File: src/rtl/pst_pkg.sv
package pst_pkg;

  localparam int TIMER_BITS_DEF = 27;
  localparam int CFG_W          = 27;
  localparam int TOD_W          = 27;
  localparam int REQ_W          = 3;
  localparam int MODE_W         = 3;
  localparam int CFG_IDX_W      = 3;

  localparam int DAY_MS            = 86400000;
  localparam int FILTER_WAIT_MS    = 2000;
  localparam int SOLAR_WAIT_MS     = 1000;
  localparam int SOLAR_FALLBACK_MS = 900000;

  localparam logic [CFG_W-1:0] RST_FILTER_ON_MS     = CFG_W'(3600000);
  localparam logic [CFG_W-1:0] RST_FILTER_PERIOD_MS = CFG_W'(14400000);
  localparam logic [CFG_W-1:0] RST_SOLAR_ON_MS      = CFG_W'(70000);
  localparam logic [CFG_W-1:0] RST_SOLAR_PERIOD_MS  = CFG_W'(900000);
  localparam logic [CFG_W-1:0] RST_DAY_START_MS     = CFG_W'(28800000);
  localparam logic [CFG_W-1:0] RST_NIGHT_START_MS   = CFG_W'(75600000);
  localparam logic [TOD_W-1:0] RST_TOD_MS           = TOD_W'(32400000);

  // Request codes.
  localparam logic [REQ_W-1:0] REQ_TICK        = 3'd0;
  localparam logic [REQ_W-1:0] REQ_SET_TIME    = 3'd1;
  localparam logic [REQ_W-1:0] REQ_FORCE_OFF   = 3'd2;
  localparam logic [REQ_W-1:0] REQ_FORCE_ON    = 3'd3;
  localparam logic [REQ_W-1:0] REQ_FORCE_SOLAR = 3'd4;

  // Configuration register indexes.
  localparam logic [CFG_IDX_W-1:0] CFG_FILTER_ON     = 3'd0;
  localparam logic [CFG_IDX_W-1:0] CFG_FILTER_PERIOD = 3'd1;
  localparam logic [CFG_IDX_W-1:0] CFG_SOLAR_ON      = 3'd2;
  localparam logic [CFG_IDX_W-1:0] CFG_SOLAR_PERIOD  = 3'd3;
  localparam logic [CFG_IDX_W-1:0] CFG_DAY_START     = 3'd4;
  localparam logic [CFG_IDX_W-1:0] CFG_NIGHT_START   = 3'd5;

  // Filter machine states.
  localparam logic [MODE_W-1:0] FM_INIT  = 3'd0;
  localparam logic [MODE_W-1:0] FM_WAIT  = 3'd1;
  localparam logic [MODE_W-1:0] FM_RUN   = 3'd2;
  localparam logic [MODE_W-1:0] FM_NIGHT = 3'd3;
  localparam logic [MODE_W-1:0] FM_FON   = 3'd4;
  localparam logic [MODE_W-1:0] FM_FOFF  = 3'd5;

  // Solar machine states.
  localparam logic [MODE_W-1:0] SM_INIT  = 3'd0;
  localparam logic [MODE_W-1:0] SM_WAIT  = 3'd1;
  localparam logic [MODE_W-1:0] SM_RUN   = 3'd2;
  localparam logic [MODE_W-1:0] SM_NIGHT = 3'd3;
  localparam logic [MODE_W-1:0] SM_FORCE = 3'd4;

  // Decoded request for the pump machines, qualified by the item moving on.
  typedef struct packed {
    logic tick;
    logic force_off;
    logic force_on;
    logic force_solar;
    logic night;
  } pst_ctl_t;

endpackage

File: src/rtl/pst_solar.sv
module pst_solar import pst_pkg::*; #(
  parameter int TIMER_BITS = TIMER_BITS_DEF
) (
  input  logic              clk,
  input  logic              rst_n,
  input  pst_ctl_t          ctl,
  input  logic [CFG_W-1:0]  value,
  input  logic [CFG_W-1:0]  on_ms,
  input  logic [CFG_W-1:0]  period_ms,
  output logic              relay_nxt,
  output logic [MODE_W-1:0] mode_nxt
);

  localparam int TB = TIMER_BITS;

  logic [MODE_W-1:0] st_r, prev_r, st_nxt, prev_nxt;
  logic [TB-1:0]     cyc_r, cyc_nxt;
  logic [TB-1:0]     fsol_r, fsol_nxt;
  logic [TB-1:0]     roff_r, roff_nxt;
  logic              drv_r, drv_nxt;
  logic              entry;

  assign entry = (st_r != prev_r);

  always_comb begin
    st_nxt   = st_r;
    prev_nxt = prev_r;
    cyc_nxt  = cyc_r;
    fsol_nxt = fsol_r;
    roff_nxt = roff_r;
    drv_nxt  = drv_r;
    if (ctl.tick) begin
      if (roff_r != '0) begin
        roff_nxt = roff_r - TB'(1);
        if (roff_r == TB'(1)) begin
          drv_nxt = 1'b0;
        end
      end
      cyc_nxt  = (cyc_r != '0) ? cyc_r - TB'(1) : '0;
      fsol_nxt = (fsol_r != '0) ? fsol_r - TB'(1) : '0;
      prev_nxt = st_r;
      case (st_r)
        SM_INIT: begin
          st_nxt = SM_WAIT;
        end
        SM_WAIT: begin
          if (entry) begin
            cyc_nxt = TB'(SOLAR_WAIT_MS);
          end
          if (cyc_nxt == '0) begin
            st_nxt = SM_RUN;
          end
        end
        SM_RUN: begin
          if (cyc_nxt == '0) begin
            cyc_nxt = TB'(period_ms);
            drv_nxt = 1'b1;
            if (on_ms != '0) begin
              roff_nxt = TB'(on_ms);
            end
          end
          // The run state falls into the night checks; together they
          // reduce to this priority order.
          if (fsol_nxt != '0) begin
            st_nxt = SM_FORCE;
          end else if (ctl.night) begin
            st_nxt = SM_NIGHT;
          end else begin
            st_nxt = SM_RUN;
          end
        end
        SM_NIGHT: begin
          // Night mode leaves the relay as it is.
          if (fsol_nxt != '0) begin
            st_nxt = SM_FORCE;
          end else if (!ctl.night) begin
            st_nxt = SM_RUN;
          end
        end
        SM_FORCE: begin
          if (entry) begin
            drv_nxt = 1'b1;
          end
          // The auto-off countdown tracks the force countdown every tick.
          roff_nxt = fsol_nxt;
          if (fsol_nxt == '0) begin
            drv_nxt = 1'b0;
            if (ctl.night) begin
              st_nxt = SM_NIGHT;
            end else begin
              st_nxt  = SM_RUN;
              cyc_nxt = TB'(SOLAR_FALLBACK_MS);
            end
          end
        end
        default: begin
        end
      endcase
    end else if (ctl.force_solar) begin
      fsol_nxt = TB'(value);
    end
  end

  always_ff @(posedge clk) begin
    if (!rst_n) begin
      st_r   <= SM_INIT;
      prev_r <= SM_INIT;
      cyc_r  <= '0;
      fsol_r <= '0;
      roff_r <= '0;
      drv_r  <= 1'b0;
    end else begin
      st_r   <= st_nxt;
      prev_r <= prev_nxt;
      cyc_r  <= cyc_nxt;
      fsol_r <= fsol_nxt;
      roff_r <= roff_nxt;
      drv_r  <= drv_nxt;
    end
  end

  assign relay_nxt = drv_nxt;
  assign mode_nxt  = st_nxt;

endmodule

File: config.mk
export PLATFORM = sky130hd
export DESIGN_NAME = pst_solar
export DESIGN_NICKNAME = d
export VERILOG_FILES = /design/src/rtl/pst_pkg.sv /design/src/rtl/pst_solar.sv
export SDC_FILE = /design/constraint.sdc
export NUM_CORES = 1
export LEC_CHECK = 0
export BUFFER_PORTS_ARGS = -buffer_cell sky130_fd_sc_hd__buf_2
export CAP_MARGIN = 20
export CORE_ASPECT_RATIO = 1.75
export CORE_MARGIN = 5
export CORE_UTILIZATION = 40
export CTS_CLUSTER_SIZE = 16
export DETAILED_ROUTE_END_ITERATION = 12
export GPL_TIMING_DRIVEN = 0
export PLACE_DENSITY_LB_ADDON = 0.12
export SYNTH_ARGS = -nofsm -noshare
export SYNTH_HDL_FRONTEND = slang
export SYNTH_SLANG_ARGS = --single-unit
File: constraint.sdc
create_clock -name clk -period 6.6 [get_ports clk]
set_input_delay 0.99 -clock clk [delete_from_list [all_inputs] [get_ports clk]]
set_output_delay 0.99 -clock clk [all_outputs]
set_load 0.02 [all_outputs]
* After elaboration in Yosys (flattened, before gate mapping)
Index checks and enable logic that the tools add are counted. W data, S select, Z words.
Word-level totals: register bits 88, latch bits 0, output and inout bits 4, memory bits (read-only) 0, memory bits (writable) 0, memories 0
Cells by class: bitwise logic cells 0, mux-type cells 30, $mul 0, reductions and logical operators 10, order comparisons 0, divide/modulo/power cells 0, equal/unequal tests 6, add/sub/neg operators 3, shift-type cells 0
Operators with widths (count):
- $mux W27 | 13
- $reduce_bool A27 Y1 | 5
- $logic_not A27 Y1 | 3
- $pmux W27 S3 | 1
- $sub A27 B1 Y27 const B | 3
- $pmux W27 S2 | 1
- $eq A27 B1 Y1 const B | 1
- $mux W3 | 6
- $pmux W3 S5 | 1
- $mux W1 | 7
- $eq A3 B2 Y1 const B | 2
- $eq A3 B1 Y1 const B | 1
- $eq A3 B3 Y1 const B | 1
- $logic_not A3 Y1 | 1
- $ne A3 B3 Y1 | 1
- $pmux W1 S2 | 1
- $reduce_bool A2 Y1 | 1

* Depth between registers and ports, before layout
depth after elaboration 9, mapped depth 15, mapped depth without buffers 12

* Worst setup path before layout
Ideal clock, no wire load.
kind register to output, start point register fsol_r[0], end point output mode_nxt[1], cell stages (with the launch flop) 13, arrival time 3126 ps, data required time 5610 ps, setup slack 2484 ps, path buffers 1, path through dfxtp_1 -> clkbuf_1 -> inv_1 -> ha_1 -> nor3b_1 -> nand4_1 -> xor2_1 -> nand4b_1 -> nor4_2 -> a21oi_1 -> or3_1 -> o21bai_1 -> a21oi_2
On the way: cells in the longest elaborated chain, start to end 6
RTL lines:
- start: declaration | line pst_solar.sv:18 | logic [TB-1:0] fsol_r, fsol_nxt;
- start signal: assignment | line pst_solar.sv:116 | fsol_r <= fsol_nxt;
- $sub A27 B1 Y27 or $reduce_bool A27 Y1 (tied branches) | line pst_solar.sv:40 | fsol_nxt = (fsol_r != '0) ? fsol_r - TB'(1) : '0;
- $mux W27 * | line pst_solar.sv:40
- $logic_not A27 Y1 or $reduce_bool A27 Y1 (tied branches) | line pst_solar.sv:86, pst_solar.sv:64, pst_solar.sv:74
- $mux W3, on equally long branches | line pst_solar.sv:86, pst_solar.sv:64, pst_solar.sv:74
- $pmux W3 S5 * | line pst_solar.sv:42 | case (st_r)
- $mux W3 * | line pst_solar.sv:32 | if (ctl.tick) begin
- end: declaration | line pst_solar.sv:11 | output logic [MODE_W-1:0] mode_nxt
Mark *: on every way between the ends. The rest lies on a longest branch, timed or not.

* Worst setup path after layout
start point register fsol_r[0], end point output relay_nxt
On the way: cells in the longest elaborated chain, start to end 6
RTL lines:
- $sub A27 B1 Y27 or $reduce_bool A27 Y1 (tied branches) | line pst_solar.sv:40
- $mux W27 * | line pst_solar.sv:40
- $logic_not A27 Y1 * | line pst_solar.sv:86 | if (fsol_nxt == '0) begin
- $mux W1 * | line pst_solar.sv:86
- $pmux W1 S2 * | line pst_solar.sv:42
- $mux W1 * | line pst_solar.sv:32
- end: declaration | line pst_solar.sv:10 | output logic relay_nxt,
Marked as above.

==> results by group <==
Synth
  • Gate Count Post-Synth: 982
  • Sequential share of the synthesized area: 24.49%
  • Main synth FF type: dfxtp_1
  • Synth Area per Inst: 7.326 um2
  • Synthesized Nets: 1076
  • Synthesized flop and latch total: 88
  • Number of flops mapped to enable cells by yosys: 0
  • Synth warn: 0
  • Synth area leaders: dfxtp_1, o21ai_0, nand2_1
  • Async SR Flop Fraction: 0%
  • Post-Syn Area: 0.007194 mm2
  • Cell taking the most area after synthesis: dfxtp_1
  • Netlist cell types: 76
  • Top-area cell type share of the netlist area: 24.49%

Timing
  • Fin. max-slew vios: 0
  • Worst Clk Skew: 15.80 ps
  • RSZ-0062 raised after global routing: no
  • Crit share post-route: 89.21%
  • TNS Setup: 0 ps
  • Count of final setup violators: 0
  • Hold Vio Cnt, Final: 0
  • Slew headroom: 23.99%
  • Crit path time final: 5888 ps
  • Worst-margin pin slew: 1130 ps
  • Max Freq: 169.8 MHz

Hold path
  • Worst Hold Class: register to register

Global route
  • Gr usage total: 30.59%
  • Grt ovf: 0
  • First-pass GRT wire length: 49050 um
  • Global Route met2 Usage: 54.93%
  • Vias in the first global route: 8516
  • Global Route met3 Usage: 5.050%
  • GRT busiest layer: met2
  • Initial antenna violation count: 0
  • Met1 global-route usage: 29.04%
  • Pin count of the biggest net entering global routing: 16

Floorplan
  • Num ports: 92
  • Die Ht: 187.4 um
  • Initial Util: 40.21%
  • Die ar.: 0.02087 mm2
  • Floorplan row count: 65
  • Core area: 0.01789 mm2
  • Die span in x: 111.4 um

Critical path
  • CP Capture Type: output pin
  • Critical setup path kind: register to output pin
  • WP data required: 5610 ps
  • Max incr delay on CP: 910 ps
  • WP data arrival: 4900 ps
  • Critical-path cell list: clkbuf_1 -> inv_1 -> ha_1 -> nor3b_1 -> nand4_1 -> xor2_1 -> nand4b_1 -> nor4_2 -> a21oi_1 -> or3_1 -> nand3_1 -> o211ai_1 -> o21a_1 -> buf_2
  • WP buf/inv: 3
  • Max Fanout on Critical Path: 9
  • CP delay by family, top: simple AND/OR/NAND/NOR gates
  • Critical Path Start Type: register
  • Cell with the largest stage delay on the worst path: nor3b_1

Clock tree
  • TritonCTS clock tree: built
  • Root Buffer: clkbuf_16
  • TritonCTS Buffers: 9
  • Number of setup buffers added after CTS: 0
  • Skew-Pair Late Insertion Delay: 370 ps
  • H-tree Lvls: 3
  • Worst-path clk slew: 70 ps
  • Post_cts resized: 0
  • Clk sinks: 88
  • Post-CTS Hold Fix Bufs: 0
  • Clock buffer depth: 2

Placed design
  • Placement Cell Area: 0.007928 mm2
  • # port buffers: 87
  • Hpwl dp: 25370 um
  • RD Place Congestion: 0.9767

Power and ir drop
  • Worst vdd ir: 0.1398 mV
  • Combinational power share: 46.2%
  • Sequential share of power: 30.2%
  • Sw Pwr: 0.9948 mW
  • Cell Pwr Density: 276.4 mW/mm2
  • Internal power: 1.277 mW
  • Clock Power Share: 23.6%
  • Switch share: 43.79%
  • Leak pwr: 3.242 nW

Routing
  • Post-route ant nets: 0
  • Final wirelength: 32380 um
  • Via Count: 8325
  • Remaining DRCs: 0
  • Via density: 6.307
  • DRT iter0 DRCs: 559
  • Avg WL per Cell: 24.53 um
  • DRT Pass-1 Iters: 5

Cells and area
  • Fraction of layout cells with a size suffix above 1: 14.73%
  • Area grow syn2layout: 14.26%
  • Fillers: 1940
  • Nets: 1175
  • # diodes: 0
  • Post-route cell area: 0.008220 mm2

Status
  • Outcome: finished clean

Job
  • Max_cap viols: 0
-- synth_stat cells (all sizes together) (7+ instances only) --
library cell / n
nand2: 103
o21ai: 97
dfxtp: 88
nor2: 80
a21oi: 55
clkbuf: 48
nor3: 39
mux2i: 36
nor4: 34
and2: 27
nand3: 24
or4: 22
xnor2: 22
buf: 19
inv: 19
nand4: 19
xor2: 18
o31ai: 15
a21o: 14
o22ai: 14
or3: 14
and3: 13
or2: 12
a22oi: 11
o211ai: 11
o221ai: 9
a31oi: 8
o21a: 8
nand2b: 7
nand4b: 7
nor3b: 7
-- worst reg2reg max path: cells and delay by family, from the launching register on --
family / cells / cell delay (ps)
compound gates: 6 / 1390
fa+ha+maj: 1 / 250
buf+inv: 3 / 700
flops: 1 / 300
simple gates: 4 / 1840
-- logic make-up after synthesis --
| kind of cell | Yosys count | synth area share, % |
|---|---|---|
| adder cells (fa/ha/maj) | 6 | 1.043 |
| XOR/XNOR | 40 | 4.869 |
| multiplexers | 40 | 5.635 |
| flip-flops | 88 | 24.49 |
| AND/OR/NAND/NOR | 427 | 32.12 |
| AO/OA/AOI/OAI | 295 | 26.80 |
| buffers and inverters | 86 | 5.043 |
-- power by group through the flow --
stage	logic, mW	clock network (mW)	registers [mW]
after floorplan	0.753	0	0.669
after global placement	1.03	0	0.696
after detailed placement	1.03	0	0.695
after CTS	1.03	0.538	0.684
after global routing	1.15	0.561	0.697
final	1.05	0.537	0.687
-- cell usage in the layout, fill, tap and decap left out, types with 18 or more instances in the layout --
master	instances
mux2i_1	36
nand3_1	24
nor4_1	26
xnor2_1	22
nand2_1	103
and2_1	27
nor3_1	37
nand4_1	19
or4_1	19
o21ai_0	79
a21oi_1	54
dfxtp_1	88
buf_2	99
xor2_1	18
clkbuf_1	48
nor2_1	79
-- routing by layer --
metal	share of wire, %	up-vias
met5	0	-
met4	10	0
met3	5.3	163
met2	51	363
met1	33	3923
li1	-	3876
-- sequential cells by signal, summed over array words and instances (netlist names) --
name,cells
drv_r,1
roff_r,27
prev_r,3
st_r,3
cyc_r,27
fsol_r,27
-- stage by stage --
step	power [mW]	utilization, %	hold WS, ps	setup slack, ps	cells
floorplan	1.423	-	459.3	2484	982
global placement	1.723	44.28	480.3	1147	1303
detailed placement	1.722	44.31	481.7	1172	1304
CTS	2.254	45.94	491.1	767.6	1320
global route	2.407	45.94	522.0	498.4	1320
finish	2.272	45.94	489.9	711.9	1320
-- path summary, 6_finish.rpt --
kind / depth (start not counted) / end / slack, ps / startpoint
worst max-delay path: 14 / relay_nxt / 710 / fsol_r[0]
worst max register to register: 14 / cyc_r[2] / 2010 / fsol_r[0]
worst min-delay path: 2 / roff_r[4] / 490 / roff_r[4]
worst min register to register: 2 / roff_r[4] / 490 / roff_r[4]
-- final cells by class --
class / instances / area (um2) / area share [%]
plain buffers: 67 / 291.5 / 3.546
clock buffers: 11 / 252.7 / 3.075
clock inverters: 5 / 40.04 / 0.4871
inverters: 19 / 71.32 / 0.8676
multi-input cells: 808 / 5070 / 61.67
flip-flops and latches: 88 / 1762 / 21.43
well taps: 234 / 292.8 / 3.562
repair buffers: 88 / 440.4 / 5.358
No activity file was read; power rests on OpenSTA's default activity.
