--- src/rtl/pst_pkg.sv ---
package pst_pkg;

  localparam int TIMER_BITS_DEF = 27;
  localparam int CFG_W          = 27;
  localparam int TOD_W          = 27;
  localparam int REQ_W          = 3;
  localparam int MODE_W         = 3;
  localparam int CFG_IDX_W      = 3;

  localparam int DAY_MS            = 86400000;
  localparam int FILTER_WAIT_MS    = 2000;
  localparam int SOLAR_WAIT_MS     = 1000;
  localparam int SOLAR_FALLBACK_MS = 900000;

  localparam logic [CFG_W-1:0] RST_FILTER_ON_MS     = CFG_W'(3600000);
  localparam logic [CFG_W-1:0] RST_FILTER_PERIOD_MS = CFG_W'(14400000);
  localparam logic [CFG_W-1:0] RST_SOLAR_ON_MS      = CFG_W'(70000);
  localparam logic [CFG_W-1:0] RST_SOLAR_PERIOD_MS  = CFG_W'(900000);
  localparam logic [CFG_W-1:0] RST_DAY_START_MS     = CFG_W'(28800000);
  localparam logic [CFG_W-1:0] RST_NIGHT_START_MS   = CFG_W'(75600000);
  localparam logic [TOD_W-1:0] RST_TOD_MS           = TOD_W'(32400000);

  // Request codes.
  localparam logic [REQ_W-1:0] REQ_TICK        = 3'd0;
  localparam logic [REQ_W-1:0] REQ_SET_TIME    = 3'd1;
  localparam logic [REQ_W-1:0] REQ_FORCE_OFF   = 3'd2;
  localparam logic [REQ_W-1:0] REQ_FORCE_ON    = 3'd3;
  localparam logic [REQ_W-1:0] REQ_FORCE_SOLAR = 3'd4;

  // Configuration register indexes.
  localparam logic [CFG_IDX_W-1:0] CFG_FILTER_ON     = 3'd0;
  localparam logic [CFG_IDX_W-1:0] CFG_FILTER_PERIOD = 3'd1;
  localparam logic [CFG_IDX_W-1:0] CFG_SOLAR_ON      = 3'd2;
  localparam logic [CFG_IDX_W-1:0] CFG_SOLAR_PERIOD  = 3'd3;
  localparam logic [CFG_IDX_W-1:0] CFG_DAY_START     = 3'd4;
  localparam logic [CFG_IDX_W-1:0] CFG_NIGHT_START   = 3'd5;

  // Filter machine states.
  localparam logic [MODE_W-1:0] FM_INIT  = 3'd0;
  localparam logic [MODE_W-1:0] FM_WAIT  = 3'd1;
  localparam logic [MODE_W-1:0] FM_RUN   = 3'd2;
  localparam logic [MODE_W-1:0] FM_NIGHT = 3'd3;
  localparam logic [MODE_W-1:0] FM_FON   = 3'd4;
  localparam logic [MODE_W-1:0] FM_FOFF  = 3'd5;

  // Solar machine states.
  localparam logic [MODE_W-1:0] SM_INIT  = 3'd0;
  localparam logic [MODE_W-1:0] SM_WAIT  = 3'd1;
  localparam logic [MODE_W-1:0] SM_RUN   = 3'd2;
  localparam logic [MODE_W-1:0] SM_NIGHT = 3'd3;
  localparam logic [MODE_W-1:0] SM_FORCE = 3'd4;

  // Decoded request for the pump machines, qualified by the item moving on.
  typedef struct packed {
    logic tick;
    logic force_off;
    logic force_on;
    logic force_solar;
    logic night;
  } pst_ctl_t;

endpackage

--- src/rtl/pst_clock.sv ---
module pst_clock import pst_pkg::*; (
  input  logic             clk,
  input  logic             rst_n,
  input  logic             tick,
  input  logic             set_time,
  input  logic [CFG_W-1:0] value,
  input  logic [CFG_W-1:0] day_start_ms,
  input  logic [CFG_W-1:0] night_start_ms,
  output logic             night_nxt,
  output logic [TOD_W-1:0] tod_nxt
);

  logic [TOD_W-1:0] tod_r;
  logic             night_r;
  logic [TOD_W:0]   tod_inc;

  assign tod_inc = {1'b0, tod_r} + (TOD_W+1)'(1);

  always_comb begin
    tod_nxt   = tod_r;
    night_nxt = night_r;
    if (tick) begin
      // A loaded time beyond one day wraps on the next tick as well.
      if (tod_inc >= (TOD_W+1)'(DAY_MS)) begin
        tod_nxt = '0;
      end else begin
        tod_nxt = tod_inc[TOD_W-1:0];
      end
      if (!night_r && (tod_nxt == night_start_ms)) begin
        night_nxt = 1'b1;
      end else if (night_r && (tod_nxt == day_start_ms)) begin
        night_nxt = 1'b0;
      end
    end else if (set_time) begin
      tod_nxt   = value;
      night_nxt = (value < day_start_ms) || (value > night_start_ms);
    end
  end

  always_ff @(posedge clk) begin
    if (!rst_n) begin
      tod_r   <= RST_TOD_MS;
      night_r <= 1'b0;
    end else begin
      tod_r   <= tod_nxt;
      night_r <= night_nxt;
    end
  end

`ifndef SYNTHESIS
  a_tod_wraps: assert property (@(posedge clk) disable iff (!rst_n)
    tick |=> (tod_r < TOD_W'(DAY_MS)))
    else $error("time of day beyond one day after a tick");
`endif

endmodule

--- config.mk ---
export PLATFORM = sky130hd
export DESIGN_NAME = pst_clock
export DESIGN_NICKNAME = d
export VERILOG_FILES = /design/src/rtl/pst_pkg.sv /design/src/rtl/pst_clock.sv
export SDC_FILE = /design/constraint.sdc
export NUM_CORES = 1
export LEC_CHECK = 0
export BUFFER_PORTS_ARGS = -buffer_cell sky130_fd_sc_hd__buf_2
export CORE_ASPECT_RATIO = 1.75
export CORE_MARGIN = 3
export CORE_UTILIZATION = 32
export CTS_BUF_LIST = sky130_fd_sc_hd__clkbuf_4
export DETAILED_ROUTE_END_ITERATION = 8
export PLACE_DENSITY = 0.59
export SLEW_MARGIN = 15
export SYNTH_ARGS = -nofsm -noshare
export SYNTH_HDL_FRONTEND = slang
export SYNTH_SLANG_ARGS = --single-unit
--- constraint.sdc ---
create_clock -name clk -period 5.7 [get_ports clk]
set_input_delay 0.57 -clock clk [delete_from_list [all_inputs] [get_ports clk]]
set_output_delay 0.57 -clock clk [all_outputs]
set_load 0.02 [all_outputs]
# Word level (Yosys, flattened, before mapping)
# Cells that the tools add are included.
[classes] multipliers=0 eq_ne=2 bitwise_logic=0 div=0 order_cmp=3 muxes=8 n_shift=0 n_reduce_logical=4 n_addsub=1
[op_table] cell="$mux W27" n=4
[op_table] cell="$eq A27 B27 Y1" n=2
[op_table] cell="$add A27 B1 Y28 const B" n=1
[op_table] cell="$ge A28 B27 Y1 const B" n=1
[op_table] cell="$gt A27 B27 Y1" n=1
[op_table] cell="$lt A27 B27 Y1" n=1
[op_table] cell="$mux W1" n=4
[op_table] cell="$logic_and A1 B1 Y1" n=2
[op_table] cell="$logic_not A1 Y1" n=1
[op_table] cell="$logic_or A1 B1 Y1" n=1
[word_totals] reg_bits=28 ram_bits=0 out_inout_bits=28 memories=0 word_cells=20 rom_bits=0 latchBits=0 in_bits=85

# Depth between registers and ports, before layout
# Gate-level depths: netlist of run 1.
[depth] depth_word=9 depth_mapped=16 depth_no_buf=13

# Worst setup path before layout of run 1
# Ideal clock, no wire load.
[synth_timing] path_type="reg2out" startpoint="register tod_r[12]" endpoint="output night_nxt" path_buffers=2 arrival_time_ns=3.863 t_required_ns=5.130 path_stages_with_launch=14 setup_slack_ns=1.267 path_cell_list="dfxtp_1 clkbuf_1 nand4_4 nor4_4 nand3_2 or4_1 a22o_1 or3_1 buf_2 a311o_1 a22oi_1 or4b_1 o311ai_2 nand3_1"
[synth_between] elab_chain_len=9 elab_cells_between_ends=11 cone_classes="1 x add/sub; 1 x order compare; 2 x eq/ne; 5 x mux; 2 x reduce/logical"
[synth_rtl] element="start: declaration" line_no="pst_clock.sv:13" text="logic [TOD_W-1:0] tod_r;"
[synth_rtl] element="start signal: assignment" line_no="pst_clock.sv:45" text="tod_r <= tod_nxt;"
[synth_rtl] element="$add A27 B1 Y28 (*)" line_no="pst_clock.sv:17" text="assign tod_inc = {1'b0, tod_r} + (TOD_W+1)'(1);"
[synth_rtl] element="$ge A28 B27 Y1" line_no="pst_clock.sv:24" text="if (tod_inc >= (TOD_W+1)'(DAY_MS)) begin"
[synth_rtl] element="$mux W27 (*)" line_no="pst_clock.sv:24"
[synth_rtl] element="$mux W27 (*)" line_no="pst_clock.sv:22" text="if (tick) begin"
[synth_rtl] element="$eq A27 B27 Y1" line_no="pst_clock.sv:31" text="end else if (night_r && (tod_nxt == day_start_ms)) begin"
[synth_rtl] element="$logic_and A1 B1 Y1" line_no="pst_clock.sv:31"
[synth_rtl] element="$mux W1" line_no="pst_clock.sv:31"
[synth_rtl] element="$mux W1 (*)" line_no="pst_clock.sv:29" text="if (!night_r && (tod_nxt == night_start_ms)) begin"
[synth_rtl] element="$mux W1 (*)" line_no="pst_clock.sv:22"
[synth_rtl] element="end: declaration" line_no="pst_clock.sv:9" text="output logic night_nxt,"
# Every way passes the cells marked *; elsewhere a longest branch is shown, timed or not. The select of a mux whose other input is x is not followed.

# Final worst setup path of run 1
[layout_timing] startpoint="register tod_r[3]" endpoint="output night_nxt"
# Same word-level chain as after synthesis.

==> out/results.tsv, run 1 <==
metric	value	unit
outcome	completed	
cp_cell_sequence	and4_1 > nand4_1 > or4_1 > a22o_1 > or3_1 > buf_4 > a311oi_1 > a21oi_1 > or4b_1 > o311ai_2 > nand3_1 > buf_2	
post-route-period-util	94.9	%
async_flop_share	0	%
row_count	59	
max_slew_margin	30.7	%
final_area	0.00579	mm2
grt_pass1_wl	33000	um
finalHoldViolCount	0	
r2r_end	night_r	
yosys_register_bits	28	
hold_start	rst_n	
hp-class	in2reg	
drive_above_1_share	18.8	%
dieWidth	101	um
path_delay_family	simple AND/OR/NAND/NOR gates	
cts_buffer_depth	2	
final_common_cell	buf_2	
syn_avg_cell_area	7.08	um2
grt_max_degree	26	
cts_made_buffers	3	
synth_nets	847	
grt-ovfl-total	0	
fill_cells	1643	
final_nets	938	
end_kind	output pin	
postCtsSetupRepairBufs	0	
post_dp_cell_area	0.00573	mm2
hold_end	tod_r[0]	
grt_use_met2	46.5	%
drt_iter0_markers	421	
critPathMaxFanout	10	
antenna_left	0	
path_class	reg2out	
die_height	172	um
synth_compound_area_share	26.6	%
rsz0062_at_grt	false	
ys_types	62	
root_buffer	clkbuf_4	
clkTransAtPathRegs	0.20	ns
grt_usage	25.5	%
syn-cell-area	0.00501	mm2
vias	5849	
area.growth.synth_to_final	15.6	%
synth_flop_cell	dfxtp_1	
synth.area.mux_share	3.22	%
wl	22600	um
dr.pass1.iters	5	
dieArea	0.0173	mm2
clock.fmax	0.185	GHz
r2r_slack	1.38	ns
clock-sinks	28	
antenna_found_initial	1	
critPathSlowestCell	or4_1	
timing.final.crit_period	5.41	ns
synthSimpleGateAreaFrac	30.0	%
setup_tns	0	ns
fin_util	38.3	%
gp_congestion	0.994	
clk_latency	0.39	ns
synthesis.instances	708	
grt_pass1_vias	5516	
vdd_drop_max	75.4	uV
synth_top_family_by_area	simple AND/OR/NAND/NOR gates	
startpoint_type	flop	
ios	113	
grt_use_met1	26.6	%
yosys_warnings	0	
core_area	0.0151	mm2
finClkSkew	0.0172	ns
whs_path_depth	2	
rr_worst_depth	11	
drt-vias-per-instance	5.96	
gr-usage-met3	1.91	%
synth_edf_count	0	
post-dp-hpwl	19100	um
port_buffers	112	
synthAdderAreaFrac	13.5	%
synth-xor-area-share	7.97	%
routedWlPerCell	23.0	um
cts_hold_buf	0	
crit_arrival	4.84	ns
final_cell_mix	112 x buf_2, 64 x nand2_1, 63 x inv_1	
cts_tree	built	
power_leakage	2.73	nW
required	5.13	ns
drc_errors	0	
r2r-start	tod_r[3]	
drv_cap	0	
start_util	33.1	%
power.density	138	mW/mm2
busiest_layer	met2	
path_buf_inv	2	
max_stage_delay	0.61	ns
worstMarginPinSlew	1.03	ns
htree_levels	1	
seq_area_frac_synth	11.2	%
maxSlewViolCount	0	
finalSetupViolCount	0	
==> worst register-to-register path, cell delays in order, from the launching register on <==
cell and delay, ns:
dfxtp_1 0.54, and4_1 0.40, nand4_1 0.40, or4_1 0.61, a22o_1 0.26, or3_1 0.52
buf_4 0.23, a311oi_1 0.25, a21oi_1 0.06, or4b_1 0.51, o311ai_2 0.34, a31oi_1 0.12
==> routing by layer <==
metal  part of all wire (%)  routed length [um]
met2                     51               11500
met1                     35                7990
met3                    4.5                1020
met4                    8.9                2010
met5                      0                   0
==> Yosys cell counts (15+ instances only) <==
library cell | number | area share, %
nand2_1 | 64 | 4.8
nor3_1 | 21 | 2.1
and2_1 | 20 | 2.5
xnor2_1 | 34 | 5.9
inv_1 | 63 | 4.7
mux2i_1 | 15 | 3.0
a21oi_1 | 30 | 3.0
nand4_1 | 27 | 3.4
o21ai_0 | 54 | 5.4
ha_1 | 54 | 13
nor2_1 | 32 | 2.4
dfxtp_1 | 28 | 11
a21o_1 | 26 | 3.9
clkbuf_1 | 26 | 1.9
nand3_1 | 24 | 2.4
==> flip-flops by register name (all words and copies together) (netlist names) <==
| register | cells |
|---|---|
| tod_r | 27 |
| night_r | 1 |
==> stage by stage <==
step	cells	worst slack (ns)	hold slack [ns]	total power, mW
5_1_grt	982	0.0151	0.593	0.850
2_1_floorplan	708	1.27	0.521	0.486
4_1_cts	981	0.190	0.582	0.801
3_3_place_gp	977	0.705	0.557	0.648
6_report	982	0.289	0.570	0.802
3_5_place_dp	977	0.662	0.559	0.648
==> area by class of cell <==
class                      count  area (um2)  area share [%]
antenna                        1        2.50          0.0432
inverter                      63         236            4.08
sequential                    28         562            9.70
multi-input combinational    582        4080            70.5
clock buffer                   3        22.5           0.389
timing repair buffer         121         628            10.8
tap                          183         229            3.95
clock inverter                 1        30.0           0.519
==> worst max-delay path by stage <==
stage / endpoint / cells after the start / start
CTS: night_nxt / 15 / tod_r[0]
global placement: night_nxt / 15 / tod_r[0]
global route: night_nxt / 15 / tod_r[0]
finish: night_nxt / 12 / tod_r[3]
detailed placement: night_nxt / 15 / tod_r[0]
floorplan: night_nxt / 13 / tod_r[12]
==> cell families after synthesis <==
family | Yosys count
DFF | 28
and+or+nand+nor | 270
muxes | 16
buffers and inverters | 98
xor gates and xnor gates | 44
AOI/OAI and AO/OA | 198
adders and majority gates | 54
==> timing repair <==
action,4_1_cts,5_1_grt
hold endpoints to repair,0,0
setup endpoints to repair,0,1
resized for setup,0,2
==> power by group <==
| group | internal, mW | total, mW | switching [mW] | leakage (nW) |
|---|---|---|---|---|
| clock network | 0.0712 | 0.151 | 0.0800 | 0.0279 |
| logic | 0.160 | 0.412 | 0.252 | 2.47 |
| registers | 0.209 | 0.239 | 0.0294 | 0.231 |
No activity file was read; power rests on OpenSTA's default activity.
==> run 2: changes to the inputs <==
--- a/config.mk
+++ b/config.mk
@@ -7,9 +7,7 @@
 export LEC_CHECK = 0
 export BUFFER_PORTS_ARGS = -buffer_cell sky130_fd_sc_hd__buf_2
 export CORE_ASPECT_RATIO = 1.75
-export CORE_MARGIN = 3
 export CORE_UTILIZATION = 32
-export CTS_BUF_LIST = sky130_fd_sc_hd__clkbuf_4
 export DETAILED_ROUTE_END_ITERATION = 8
 export PLACE_DENSITY = 0.59
 export SLEW_MARGIN = 15
==> run 2 against run 1 <==
Compared with the run above: utilization is 0.19 points higher; worst hold slack better by 0.013 ns; cell count up 0.81%; sequential power decreased by 2%; critical path type unchanged; non-clock buffer count increased by 6; highest routed layer unchanged; worst setup slack improved by 0.056 ns; combinational power up 2%; critical endpoint unchanged.
==> out/results.tsv, run 2 (same netlist as run 1, synthesis figures left out) <==
metric	value	unit
cts_tree	built	
dr.pass1.iters	5	
die_height	168	um
start_util	32.7	%
post_dp_cell_area	0.00578	mm2
port_buffers	112	
clk_latency	0.29	ns
drv_cap	0	
wl	23100	um
final_nets	944	
crit_path_frequent_cell	nand3_1	
end_kind	output pin	
busiest_layer	met2	
grt_pass1_vias	5744	
clkTransAtPathRegs	0.10	ns
grt_use_met2	50.3	%
dieArea	0.0162	mm2
worstMarginPinSlew	1.26	ns
startpoint_type	flop	
rsz0062_at_grt	false	
vias	5979	
gp_congestion	1.02	
final_common_cell	buf_2	
power_leakage	2.78	nW
drt_iter0_markers	427	
core_area	0.0153	mm2
gr-usage-met3	2.45	%
crit_arrival	4.79	ns
largest_register_ffs	27	
drc_errors	0	
setup_tns	0	ns
htree_levels	1	
final_area	0.00589	mm2
cts_buffer_depth	2	
placedCellCount	986	
row_count	60	
cts_hold_buf	0	
cts_made_buffers	3	
finalHoldViolCount	0	
vdd_drop_max	97.9	uV
area.growth.synth_to_final	17.5	%
finalSetupViolCount	0	
maxSlewViolCount	0	
fill_cells	1710	
preCtsSetupSlack	0.716	ns
setup_slack	0.345	ns
path_class	reg2out	
finClkSkew	0.0175	ns
ios	113	
required	5.13	ns
ff_latch_area	561	um2
timing.final.crit_period	5.36	ns
grt-ovfl-total	0	
post-route-period-util	94.0	%
antenna_left	0	
critPathMaxFanout	10	
clock.fmax	0.187	GHz
fin_util	38.5	%
clock-sinks	28	
outcome	completed	
stdcell_count	990	
antenna_found_initial	0	
routedWlPerCell	23.3	um
grt_pass1_wl	33900	um
critPathSlowestCell	dfxtp_1	
drt-vias-per-instance	6.04	
max_stage_delay	0.57	ns
top_register	tod_r	
antenna_cells	0	
r2r_slack	1.31	ns
grt_max_degree	26	
top_regs	tod_r x27, night_r x1	
grt_use_met1	30.2	%
power	0.890	mW
multi_input_area	0.00408	mm2
post-dp-hpwl	19400	um
cp_cell_sequence	nand3_1 > nor4_1 > xnor2_1 > a221oi_1 > o32ai_1 > or3_1 > a311o_1 > a22oi_1 > or4b_1 > o311ai_2 > nand3_1 > buf_2	
grt_usage	28.8	%
dieWidth	96.6	um
hp-class	reg2reg	
max_slew_margin	14.9	%
power.density	151	mW/mm2
hold_slack	0.583	ns
final_cell_mix	112 x buf_2, 64 x nand2_1, 63 x inv_1	
root_buffer	clkbuf_16	
drive_above_1_share	19.3	%
postCtsSetupRepairBufs	0	
run 2: layout make-up:
cell class,instances,share of cell area [%]
clock buffers,3,1.27
inverters,63,4.02
repair buffers,127,11.4
flip-flops and latches,28,9.52
multi-input cells,582,69.3
clock inverters,1,0.510
well taps,186,3.95
run 2: where the power goes:
group | leakage [nW] | internal [mW] | total (mW) | switching [mW]
Clock | 0.0511 | 0.141 | 0.233 | 0.0923
Sequential | 0.231 | 0.209 | 0.234 | 0.0256
Combinational | 2.50 | 0.162 | 0.422 | 0.260
Total | 2.78 | 0.512 | 0.890 | 0.378
run 2: worst paths after layout:
check                               from        end  cells after the start
worst max-delay path            tod_r[0]  night_nxt                     12
worst min-delay path             night_r    night_r                      2
worst max register to register  tod_r[0]    night_r                     11
worst min register to register   night_r    night_r                      2
run 2: timing repair:
| action | in CTS | in global routing |
|---|---|---|
| endpoints found under the hold margin | 0 | 0 |
| gates resized for setup | 0 | 1 |
| setup endpoints to repair | 0 | 1 |
run 2: metal layers:
layer	wire, um	vias up
met5	0	-
met4	2270	0
met3	1180	86
met2	11700	291
met1	7970	2793
li1	-	2809
run 2: worst max-delay path, delay by kind of cell, from the launching register on:
kind | cells | cell delay (ns)
AOI/OAI and AO/OA | 5 | 1.36
DFF | 1 | 0.57
xor gates and xnor gates | 1 | 0.36
buffers and inverters | 1 | 0.19
and+or+nand+nor | 5 | 2.00
==> run 3: changes to the inputs <==
--- a/config.mk
+++ b/config.mk
@@ -5,6 +5,7 @@
 export SDC_FILE = /design/constraint.sdc
 export NUM_CORES = 1
 export LEC_CHECK = 0
+export ABC_CLOCK_PERIOD_IN_PS = 5700
 export BUFFER_PORTS_ARGS = -buffer_cell sky130_fd_sc_hd__buf_2
 export CORE_ASPECT_RATIO = 1.75
 export CORE_UTILIZATION = 32
==> constraint.sdc (replaced) <==
create_clock -name clk -period 5.7 [get_ports clk]
set_input_delay 1.71 -clock clk [delete_from_list [all_inputs] [get_ports clk]]
set_output_delay 1.71 -clock clk [all_outputs]
set_load 0.02 [all_outputs]
==> run 3 against run 2 <==
Compared with the run above: worst hold slack improved by 0.032 ns; clock power increased by 2%; clock skew decreased by 0.013 ns; critical path depth increased by 3; die area unchanged; wire length increased by 2.3%; sequential share of layout area decreased by 1.0 points; critical path type unchanged.
==> out/results.tsv, run 3 (same netlist as run 1, synthesis figures left out) <==
metric	value	unit
outcome	completed	
drc_errors	0	
drive_above_1_share	30.7	%
drt-vias-per-instance	5.86	
grt-ovfl-total	0	
power	0.945	mW
finalHoldViolCount	0	
gp_congestion	0.976	
drv_cap	0	
grt_max_degree	29	
finalSetupViolCount	0	
finClkSkew	0.00400	ns
cts_buffer_depth	2	
rr_worst_depth	14	
dr.pass1.iters	5	
cts_made_buffers	3	
end_kind	output pin	
post-dp-hpwl	20000	um
grt_pass1_wl	35000	um
core_area	0.0153	mm2
worstMarginPinSlew	0.875	ns
crit_arrival	3.98	ns
r2r-start	tod_r[8]	
r2r_end	night_r	
area.growth.synth_to_final	34.7	%
post_dp_cell_area	0.00642	mm2
cts_hold_buf	0	
stdcell_count	1076	
final_area	0.00675	mm2
power_leakage	3.25	nW
hold_start	night_r	
drt_iter0_markers	316	
antenna_left	0	
grt_usage	29.6	%
wl_met3	1210	um
root_buffer	clkbuf_16	
max_slew_margin	41.2	%
r2r_slack	2.04	ns
hp-class	reg2reg	
antenna_found_initial	0	
start_util	32.7	%
clock-sinks	28	
maxSlewViolCount	0	
wl_met1	8150	um
fin_util	44.1	%
dieWidth	96.6	um
preCtsSetupSlack	-0.176	ns
port_buffers	112	
rsz0062_at_grt	true	
vias	6302	
die_height	168	um
top_regs	tod_r x27, night_r x1	
grt_pass1_vias	6158	
clock.fmax	0.176	GHz
ios	113	
hold_end	night_r	
whs_path_depth	2	
fill_cells	1655	
vdd_drop_max	142	uV
clk_latency	0.29	ns
row_count	60	
routedWlPerCell	21.9	um
final_cell_mix	111 x buf_2, 96 x buf_4, 63 x inv_1, 63 x nand2_1, 53 x ha_1	
final_nets	1030	
post-route-period-util	99.7	%
dieArea	0.0162	mm2
setup_tns	0	ns
setup_slack	0.0147	ns
power.density	140	mW/mm2
highest_layer	met4	
largest_register_ffs	27	
top_register	tod_r	
wl	23600	um
required	3.99	ns
critPathMaxFanout	6	
placedCellCount	1070	
dr_wl_met2	12100	um
cts_tree	built	
startpoint_type	flop	
hold_slack	0.615	ns
antenna_cells	0	
path_class	reg2out	
htree_levels	1	
timing.final.crit_period	5.69	ns
clkTransAtPathRegs	0.09	ns
final_common_cell	buf_2	
run 3: changes by cell type in the layout (fill, tap and decap cells not counted), sizes merged:
cell	change
buf	+86
run 3: metal layers:
layer  up-vias  global-route usage, %
li1       2980                      -
met1      2963                   30.7
met2       264                   53.2
met3        95                   2.59
met4         0                   21.6
met5         -                      0
run 3: worst max path at each step:
stage,start,endpoint,slack [ns],cells past startpoint
detailed placement,day_start_ms[25],night_nxt,-0.18,11
global placement,day_start_ms[25],night_nxt,-0.16,11
finish,tod_r[8],night_nxt,0.01,15
floorplan,tod_r[12],night_nxt,0.13,13
global route,tod_r[3],night_nxt,-0.13,13
CTS,value[1],night_nxt,0.001,14
run 3: worst max-delay path: stages (launching register included):
cell and delay (ns):
dfxtp_2 0.40, nand3_2 0.14, buf_4 0.20, nor4_4 0.36, buf_4 0.22, nand3_1 0.10
a22oi_1 0.23, o32ai_2 0.12, or3_4 0.36, buf_6 0.15, a311oi_2 0.23, a21oi_1 0.07
or4b_4 0.57, o311ai_4 0.25, nand3_1 0.13, buf_6 0.15
run 3: area by class of cell:
| class | count | area (um2) | area share (%) |
|---|---|---|---|
| Clock inverter | 1 | 30.0 | 0.445 |
| Multi-Input combinational cell | 582 | 4240 | 62.9 |
| Inverter | 63 | 236 | 3.50 |
| Sequential cell | 28 | 572 | 8.47 |
| Tap cell | 186 | 233 | 3.45 |
| Timing Repair Buffer | 213 | 1360 | 20.2 |
| Clock buffer | 3 | 75.1 | 1.11 |
run 3: power by group:
part           switching, mW  internal [mW]  leakage, nW
clock network         0.0963          0.141       0.0511
logic                  0.280          0.200         2.96
registers             0.0185          0.210        0.234
run 3: timing repair:
action | in CTS | in global routing
setup endpoints to repair | 1 | 1
hold endpoints to repair | 0 | 0
pin swaps | 12 | 9
resized for setup | 32 | 16
buffers inserted | 0 | 2
